### src/prf_pkg.sv
`timescale 1ns / 1ps

package prf_pkg;

  localparam int TIME_W  = 32;
  localparam int LVL_W   = 10;
  localparam int TGT_W   = 11;
  localparam int HOLD_W  = 16;
  localparam int PCT_W   = 7;
  localparam int QUOT_W  = 11;
  localparam int PROD_W  = TIME_W + QUOT_W;

  localparam logic [LVL_W-1:0]  LEVEL_MAX     = 10'd1023;
  localparam logic [PCT_W-1:0]  PERCENT_MAX   = 7'd100;
  localparam logic [HOLD_W-1:0] HOLDOFF_RESET = 16'd10;

  // register indexes on the configuration port
  localparam logic REG_RAMP_ENABLE = 1'b0;
  localparam logic REG_HOLDOFF     = 1'b1;

  // item actions
  localparam logic ACT_SET  = 1'b0;
  localparam logic ACT_TICK = 1'b1;

  // drive modes
  localparam logic [1:0] DRIVE_LOW  = 2'd0;
  localparam logic [1:0] DRIVE_HIGH = 2'd1;
  localparam logic [1:0] DRIVE_PWM  = 2'd2;

  // one channel's entry in the state memory
  typedef struct packed {
    logic [TIME_W-1:0] start_time;
    logic [TIME_W-1:0] end_time;
    logic [TIME_W-1:0] last_update;
    logic [LVL_W-1:0]  start_level;
    logic [LVL_W-1:0]  current_level;
    logic [TGT_W-1:0]  target_level;
  } chan_rec_t;

  // 1024*p/100 for p <= 100: p*10486 >> 10 is exact over that range
  function automatic logic [TGT_W-1:0] target_of(input logic [PCT_W-1:0] pct);
    logic [PCT_W-1:0] p;
    logic [20:0]      prod;
    p    = (pct > PERCENT_MAX) ? PERCENT_MAX : pct;
    prod = 21'(p) * 21'd10486;
    return prod[20:10];
  endfunction

endpackage

### src/prf_mem.sv
`timescale 1ns / 1ps

module prf_mem #(
  parameter int DEPTH = 5,
  parameter int AW    = 3
) (
  input  logic               clk,
  input  logic               rst,
  input  logic               ren,
  input  logic [AW-1:0]      raddr,
  output prf_pkg::chan_rec_t rdata,
  input  logic               wen,
  input  logic [AW-1:0]      waddr,
  input  prf_pkg::chan_rec_t wdata
);
  import prf_pkg::*;

  chan_rec_t        mem [DEPTH];
  logic [DEPTH-1:0] written;
  chan_rec_t        rd_q;
  logic             rd_vld;

  always_ff @(posedge clk) begin
    if (wen) begin
      mem[waddr] <= wdata;
    end
    if (ren) begin
      rd_q <= mem[raddr];
    end
  end

  // entries never written read as zero
  always_ff @(posedge clk) begin
    if (rst) begin
      written <= '0;
      rd_vld  <= 1'b0;
    end else begin
      if (ren) begin
        rd_vld <= written[raddr];
      end
      if (wen) begin
        written[waddr] <= 1'b1;
      end
    end
  end

  assign rdata = rd_vld ? rd_q : '0;

endmodule

### src/prf_div.sv
`timescale 1ns / 1ps

module prf_div (
  input  logic                       clk,
  input  logic                       rst,
  input  logic                       start,
  input  logic [prf_pkg::PROD_W-1:0] numer,
  input  logic [prf_pkg::TIME_W-1:0] denom,
  output logic                       done,
  output logic [prf_pkg::QUOT_W-1:0] quot
);
  import prf_pkg::*;

  logic [PROD_W-1:0] rem;
  logic [PROD_W-1:0] dsh;
  logic [3:0]        cnt;
  logic              run;

  // restoring division, one quotient bit per cycle; quotient known to fit QUOT_W
  always_ff @(posedge clk) begin
    if (rst) begin
      run  <= 1'b0;
      done <= 1'b0;
    end else begin
      done <= 1'b0;
      if (start) begin
        rem  <= numer;
        dsh  <= PROD_W'({denom, {(QUOT_W-1){1'b0}}});
        cnt  <= 4'(QUOT_W - 1);
        quot <= '0;
        run  <= 1'b1;
      end else if (run) begin
        if (rem >= dsh) begin
          rem  <= rem - dsh;
          quot <= {quot[QUOT_W-2:0], 1'b1};
        end else begin
          quot <= {quot[QUOT_W-2:0], 1'b0};
        end
        dsh <= dsh >> 1;
        if (cnt == 4'd0) begin
          run  <= 1'b0;
          done <= 1'b1;
        end else begin
          cnt <= cnt - 4'd1;
        end
      end
    end
  end

endmodule

### src/pwm_ramp_fader.sv
`timescale 1ns / 1ps

// Linear PWM fader over CHANNELS channels, one item at a time while busy is high.
// A set item does one memory read and one write back; a set for a channel out of
// range is dropped. A tick, taken only while ramp_enable is 1, walks the channels
// in order through the channel state memory: a channel at or outside its ramp ends
// goes from its read straight to the decide, and one inside a ramp adds a multiply,
// then an 11-step serial divider and its done strobe; a flush state ends the tick.
// Results appear for one cycle each on valid and cannot be stalled; each is held
// back until the next one is found, so last marks the final result of a tick.
module pwm_ramp_fader #(
  parameter int CHANNELS = 5
) (
  input  logic                        clk,
  input  logic                        rst,
  input  logic                        start,
  output logic                        busy,
  input  logic                        action,
  input  logic [2:0]                  channel,
  input  logic [prf_pkg::PCT_W-1:0]   percent,
  input  logic [prf_pkg::TIME_W-1:0]  period_ms,
  input  logic [prf_pkg::TIME_W-1:0]  now_ms,
  input  logic                        cfg_we,
  input  logic                        cfg_index,
  input  logic [prf_pkg::HOLD_W-1:0]  cfg_data,
  output logic                        valid,
  output logic [2:0]                  channel_out,
  output logic [prf_pkg::LVL_W-1:0]   level,
  output logic [1:0]                  drive_mode,
  output logic                        last
);
  import prf_pkg::*;

  localparam int CH_W = (CHANNELS > 1) ? $clog2(CHANNELS) : 1;
  localparam logic [CH_W-1:0] CH_LAST = CH_W'(CHANNELS - 1);

  typedef enum logic [2:0] {
    ST_IDLE, ST_SET, ST_READ, ST_MUL, ST_DIV, ST_DECIDE, ST_FLUSH
  } state_t;

  state_t              state;
  logic [CH_W-1:0]     ch;
  logic [PCT_W-1:0]    pct_q;
  logic [TIME_W-1:0]   period_q;
  logic [TIME_W-1:0]   now_q;
  chan_rec_t           rec;
  logic signed [11:0]  vraw;
  logic                interp;
  logic                neg;
  logic [TIME_W-1:0]   elapsed;
  logic [TIME_W-1:0]   span;
  logic [TGT_W-1:0]    absd;
  logic                pend;
  logic [CH_W-1:0]     pend_ch;
  logic [LVL_W-1:0]    pend_lv;
  logic                ramp_enable;
  logic [HOLD_W-1:0]   holdoff;

  logic                ren;
  logic [CH_W-1:0]     raddr;
  chan_rec_t           rdata;
  logic                wen;
  chan_rec_t           wdata;
  logic                div_start;
  logic                div_done;
  logic [QUOT_W-1:0]   quot;
  logic [PROD_W-1:0]   numer;

  logic                chan_ok;
  logic [CH_W-1:0]     ch_inc;
  logic signed [11:0]  s_lvl;
  logic signed [11:0]  q_s;
  logic signed [11:0]  vsum;
  logic signed [11:0]  diff;
  logic [LVL_W-1:0]    lv;
  logic                hold_ok;
  logic                upd;

  function automatic logic [1:0] mode_of(input logic [LVL_W-1:0] l);
    if (l == '0) begin
      return DRIVE_LOW;
    end else if (l == LEVEL_MAX) begin
      return DRIVE_HIGH;
    end
    return DRIVE_PWM;
  endfunction

  assign busy    = (state != ST_IDLE);
  assign chan_ok = ({29'b0, channel} < CHANNELS);
  assign ch_inc  = ch + 1'b1;

  // level for the channel being decided
  assign s_lvl   = $signed({2'b00, rec.start_level});
  assign q_s     = $signed({1'b0, quot});
  assign vsum    = interp ? (neg ? s_lvl - q_s : s_lvl + q_s) : vraw;
  assign lv      = (vsum < 0) ? '0 :
                   (vsum > $signed({2'b00, LEVEL_MAX})) ? LEVEL_MAX : vsum[LVL_W-1:0];
  assign hold_ok = ({1'b0, rec.last_update} + {17'b0, holdoff}) < {1'b0, now_q};
  assign upd     = (lv != rec.current_level) && hold_ok;

  assign diff  = $signed({1'b0, rdata.target_level}) - $signed({2'b00, rdata.start_level});
  assign numer = PROD_W'(elapsed) * PROD_W'(absd);

  always_comb begin
    ren       = 1'b0;
    raddr     = '0;
    wen       = 1'b0;
    wdata     = rec;
    div_start = 1'b0;
    unique case (state)
      ST_IDLE: begin
        if (action == ACT_SET) begin
          raddr = CH_W'(channel);
          ren   = start && chan_ok;
        end else begin
          ren = start && ramp_enable;
        end
      end
      ST_SET: begin
        wen                 = 1'b1;
        wdata.start_time    = now_q;
        wdata.end_time      = now_q + period_q;
        wdata.last_update   = rdata.last_update;
        wdata.start_level   = rdata.current_level;
        wdata.current_level = rdata.current_level;
        wdata.target_level  = target_of(pct_q);
      end
      ST_MUL: begin
        div_start = 1'b1;
      end
      ST_DECIDE: begin
        wen                 = upd;
        wdata.last_update   = now_q;
        wdata.current_level = lv;
        raddr               = ch_inc;
        ren                 = (ch != CH_LAST);
      end
      ST_READ, ST_DIV, ST_FLUSH: begin
      end
      default: begin
      end
    endcase
  end

  always_ff @(posedge clk) begin
    if (rst) begin
      ramp_enable <= 1'b1;
      holdoff     <= HOLDOFF_RESET;
    end else if (cfg_we) begin
      unique case (cfg_index)
        REG_RAMP_ENABLE: ramp_enable <= cfg_data[0];
        REG_HOLDOFF:     holdoff     <= cfg_data;
        default: begin
        end
      endcase
    end
  end

  always_ff @(posedge clk) begin
    if (rst) begin
      state <= ST_IDLE;
      pend  <= 1'b0;
      valid <= 1'b0;
    end else begin
      valid <= 1'b0;
      unique case (state)
        ST_IDLE: begin
          if (start) begin
            pct_q    <= percent;
            period_q <= period_ms;
            now_q    <= now_ms;
            pend     <= 1'b0;
            if (action == ACT_SET) begin
              ch <= CH_W'(channel);
              if (chan_ok) begin
                state <= ST_SET;
              end
            end else begin
              ch <= '0;
              if (ramp_enable) begin
                state <= ST_READ;
              end
            end
          end
        end
        ST_SET: begin
          state <= ST_IDLE;
        end
        ST_READ: begin
          rec <= rdata;
          if (now_q >= rdata.end_time) begin
            vraw   <= $signed({1'b0, rdata.target_level});
            interp <= 1'b0;
            state  <= ST_DECIDE;
          end else if (now_q <= rdata.start_time) begin
            vraw   <= $signed({2'b00, rdata.current_level});
            interp <= 1'b0;
            state  <= ST_DECIDE;
          end else begin
            interp  <= 1'b1;
            elapsed <= now_q - rdata.start_time;
            span    <= rdata.end_time - rdata.start_time;
            neg     <= (diff < 0);
            absd    <= (diff < 0) ? TGT_W'(-diff) : TGT_W'(diff);
            state   <= ST_MUL;
          end
        end
        ST_MUL: begin
          state <= ST_DIV;
        end
        ST_DIV: begin
          if (div_done) begin
            state <= ST_DECIDE;
          end
        end
        ST_DECIDE: begin
          if (upd) begin
            // the previous result goes out now that another follows it
            if (pend) begin
              valid       <= 1'b1;
              channel_out <= 3'(pend_ch);
              level       <= pend_lv;
              drive_mode  <= mode_of(pend_lv);
              last        <= 1'b0;
            end
            pend    <= 1'b1;
            pend_ch <= ch;
            pend_lv <= lv;
          end
          if (ch == CH_LAST) begin
            state <= ST_FLUSH;
          end else begin
            ch    <= ch_inc;
            state <= ST_READ;
          end
        end
        ST_FLUSH: begin
          if (pend) begin
            valid       <= 1'b1;
            channel_out <= 3'(pend_ch);
            level       <= pend_lv;
            drive_mode  <= mode_of(pend_lv);
            last        <= 1'b1;
          end
          pend  <= 1'b0;
          state <= ST_IDLE;
        end
        default: begin
          state <= ST_IDLE;
        end
      endcase
    end
  end

  prf_mem #(
    .DEPTH(CHANNELS),
    .AW   (CH_W)
  ) u_mem (
    .clk  (clk),
    .rst  (rst),
    .ren  (ren),
    .raddr(raddr),
    .rdata(rdata),
    .wen  (wen),
    .waddr(ch),
    .wdata(wdata)
  );

  prf_div u_div (
    .clk  (clk),
    .rst  (rst),
    .start(div_start),
    .numer(numer),
    .denom(span),
    .done (div_done),
    .quot (quot)
  );

endmodule
### config.mk
export PLATFORM = sky130hd
export DESIGN_NAME = pwm_ramp_fader
export DESIGN_NICKNAME = d
export VERILOG_FILES = /design/src/prf_pkg.sv /design/src/prf_mem.sv /design/src/prf_div.sv /design/src/pwm_ramp_fader.sv
export SDC_FILE = /design/constraint.sdc
export NUM_CORES = 2
export LEC_CHECK = 0
export ABC_CLOCK_PERIOD_IN_PS = 18000
export BUFFER_PORTS_ARGS = -buffer_cell sky130_fd_sc_hd__buf_2
export CORE_MARGIN = 2
export CORE_UTILIZATION = 45
export DETAILED_ROUTE_END_ITERATION = 8
export PLACE_DENSITY_LB_ADDON = 0.25
export SLEW_MARGIN = 20
export SYNTH_ARGS = -nofsm -noshare
export SYNTH_HDL_FRONTEND = slang
export SYNTH_SLANG_ARGS = --single-unit
### constraint.sdc
create_clock -name clk -period 18 [get_ports clk]
set_input_delay 2.7 -clock clk [delete_from_list [all_inputs] [get_ports clk]]
set_output_delay 2.7 -clock clk [all_outputs]
set_load 0.05 [all_outputs]
==> metrics.cfg <==
[route]
firstDrtPassIters=6
wirelength_um=168000
drt_iter0_drc=3634
avgViaCountPerCell=5.56
postRouteAntennaNets=0
num_vias=41700
wire_per_inst_um=22.4
drc=0

[global_route]
grt_pass1_vias=41400
grt_pass1_wl_um=255000
antenna_found_initial=4
grt_overflow=0
grt_max_degree=130
track_usage=0.220

[synth]
syn_nets=6060
synth_top_area_frac=0.524
post_synth_num_cell_types=87
synth_warnings=0
ys_async_sr_fraction=0
syn_inst=5300
synth_edf_count=1180
syn_area_sq_um=67600
ys.flop_type=edfxtp_1
ys_seq_area_frac=0.533
yosys.area.top_type=edfxtp_1
ys_seq_elements=1210
syn_area_per_cell_sq_um=12.8
synthTopCellsByArea=edfxtp_1 (52%), fa_1 (8.7%), ha_1 (6.9%)

[pwr]
ir_drop_uv=77.5
p_leak_nw=28.6
pwr_density_cell_nw_per_um2=100

[cts]
clk_pin_slew_worst_paths_ns=0.06
post_cts_buffers=0
cts_sinks=1210
cts_tree=built
cts-buffers-inserted=133
clockRootBuffer=clkbuf_16
clock_path_buffers=3
clk_latency_ns=0.77
hold_buffers=0
cts_resized=0
htreeDepth=4

[sta]
drv_slew=0
rsz0062_at_grt=no
skew_ns=0.0264
hold_viol_final=0
tns_ns=0
post-route-min-period_ns=8.81
layout_setup_ws_ns=9.19
fmax_mhz=113
period_share=0.489
max_slew_margin=0.266
tightest_slew_ns=1.10
setup_viol=0

[finish]
seq_area_sq_um=36000
area_delta_synth_final_pct=10.4
fin_area_sq_um=74600
fin_util=0.499
fillers=12900
multi_input_area_sq_um=29200
drive_gt1_frac=0.122
num-nets-final=6139

[die]
core_sq_um=149000
die_w_um=392
dieHeight_um=392
num_io_pins=114
die-area_sq_um=153000
rows=142
start_util=0.452

[critical_path]
cp_common_cell=o21ai_0
crit_fanout=55
cp_slowest_stage_delay_ns=0.87
crit_type=reg2reg
crit_family=compound AO/OA/AOI/OAI gates
crit_buf_inv=2
worstSetupStartpointType=flop
worstPathArrival_ns=9.19
crit_required_ns=18.38
critical-path-slowest-cell=buf_4
critPathCaptureType=flop

[placed_design]
port_buffers=113
gp_congestion=0.886
hpwl_um=117000
place_ws_ns=9.19
place_area_sq_um=70400

[flow_run]
cap_violations=0

[status]
outcome=finished clean

[hold_path]
hold_path.class=reg2reg

==> metrics by stage <==
step           instances  power, mW  hold WS [ns]
6_report            7497       7.48         0.417
5_1_grt             7496       7.81         0.425
4_1_cts             7496       7.54         0.419
3_5_place_dp        7260       4.91         0.405
3_3_place_gp        7260       4.89         0.407
2_1_floorplan       5300       4.49         0.400
==> layout by cell type (no fill, tap or decap), types with 32 or more instances in the layout <==
cell type  count
a21oi_1      266
a21o_1       137
mux4_2       128
nand3_1       50
nor3_1        52
mux2_2       140
mux2i_1       35
fa_1         293
nor2b_1       58
xnor2_1      151
ha_1         371
buf_2        113
nor2_1       215
and2_1       173
edfxtp_1    1180
nand2b_1      42
o21ai_0      249
nand4_1       32
buf_4         37
inv_1        448
xor2_1        77
nand2_1      622
clkbuf_16    134
==> state kept, by name (all words and copies together), names as in the netlist, 4 cells and up <==
name           flops
vraw              11
u_mem.rd_q       127
u_div.dsh         42
u_div.rem         43
elapsed           32
holdoff           16
rec              127
period_q          32
u_div.quot        11
u_div.cnt          4
u_mem.mem        635
u_mem.written      5
pct_q              7
now_q             32
pend_lv           10
span              32
absd              11
level             10
==> cells in the mapped netlist (12+ instances only) <==
cell         n
edfxtp_1  1180
nand2_1    623
inv_1      450
ha_1       371
fa_1       293
a21oi_1    269
o21ai_0    251
nor2_1     221
clkbuf_1   174
and2_1     173
xnor2_1    151
mux2_2     140
a21o_1     137
mux4_2     128
xor2_1      77
nor2b_1     59
nor3_1      55
nand3_1     51
nand2b_1    42
buf_1       36
mux2i_1     35
nand4_1     32
dfxtp_1     30
o21a_1      26
a211oi_1    24
a31oi_1     24
o21bai_1    22
or3_1       20
and3_1      18
o21ai_1     12
o31ai_1     12
==> cells by family (layout without fill, tap and decap cells) <==
kind of cell / count (synthesis) / after routing / synth area share
adders and majority gates: 664 / 664 / 0.155
DFF: 1210 / 1210 / 0.533
xor gates and xnor gates: 230 / 230 / 0.0300
and+or+nand+nor: 1339 / 1339 / 0.0916
AOI/OAI and AO/OA: 889 / 889 / 0.0817
buffers and inverters: 665 / 845 / 0.0371
other: 0 / 1 / 0
muxes: 303 / 303 / 0.0711
==> where the power goes <==
part	total, mW	leakage, nW	switching (mW)	internal [mW]
combinational	1.51	15.5	0.907	0.607
clock	2.63	2.02	1.12	1.50
sequential	3.33	11.1	0.0589	3.28
total	7.48	28.6	2.09	5.39
==> layer usage <==
layer	vias up	track usage	wire length [um]
li1	19200	-	-
met1	21100	0.314	75400
met2	1232	0.355	78900
met3	182	0.0371	10500
met4	0	0.0457	2850
met5	-	0	0
==> final cells by class <==
cell class | count | share of cell area
Antenna cell | 1 | 0.0000335
Clock buffer | 161 | 0.0467
Clock inverter | 75 | 0.00909
Inverter | 452 | 0.0228
Multi-Input combinational cell | 3425 | 0.391
Sequential cell | 1210 | 0.483
Tap cell | 2016 | 0.0338
Timing Repair Buffer | 157 | 0.0132
==> worst paths after layout <==
check,slack [ns],startpoint,end,cells past startpoint
hold / removal,0.42,pend_ch[2],channel_out[2],0
hold reg to reg,0.42,pend_ch[2],channel_out[2],0
setup / recovery,9.19,rec[32],u_mem.mem[2][98],27
setup reg to reg,9.19,rec[32],u_mem.mem[2][98],27
Note: power is estimated with default switching activity, not from simulation.
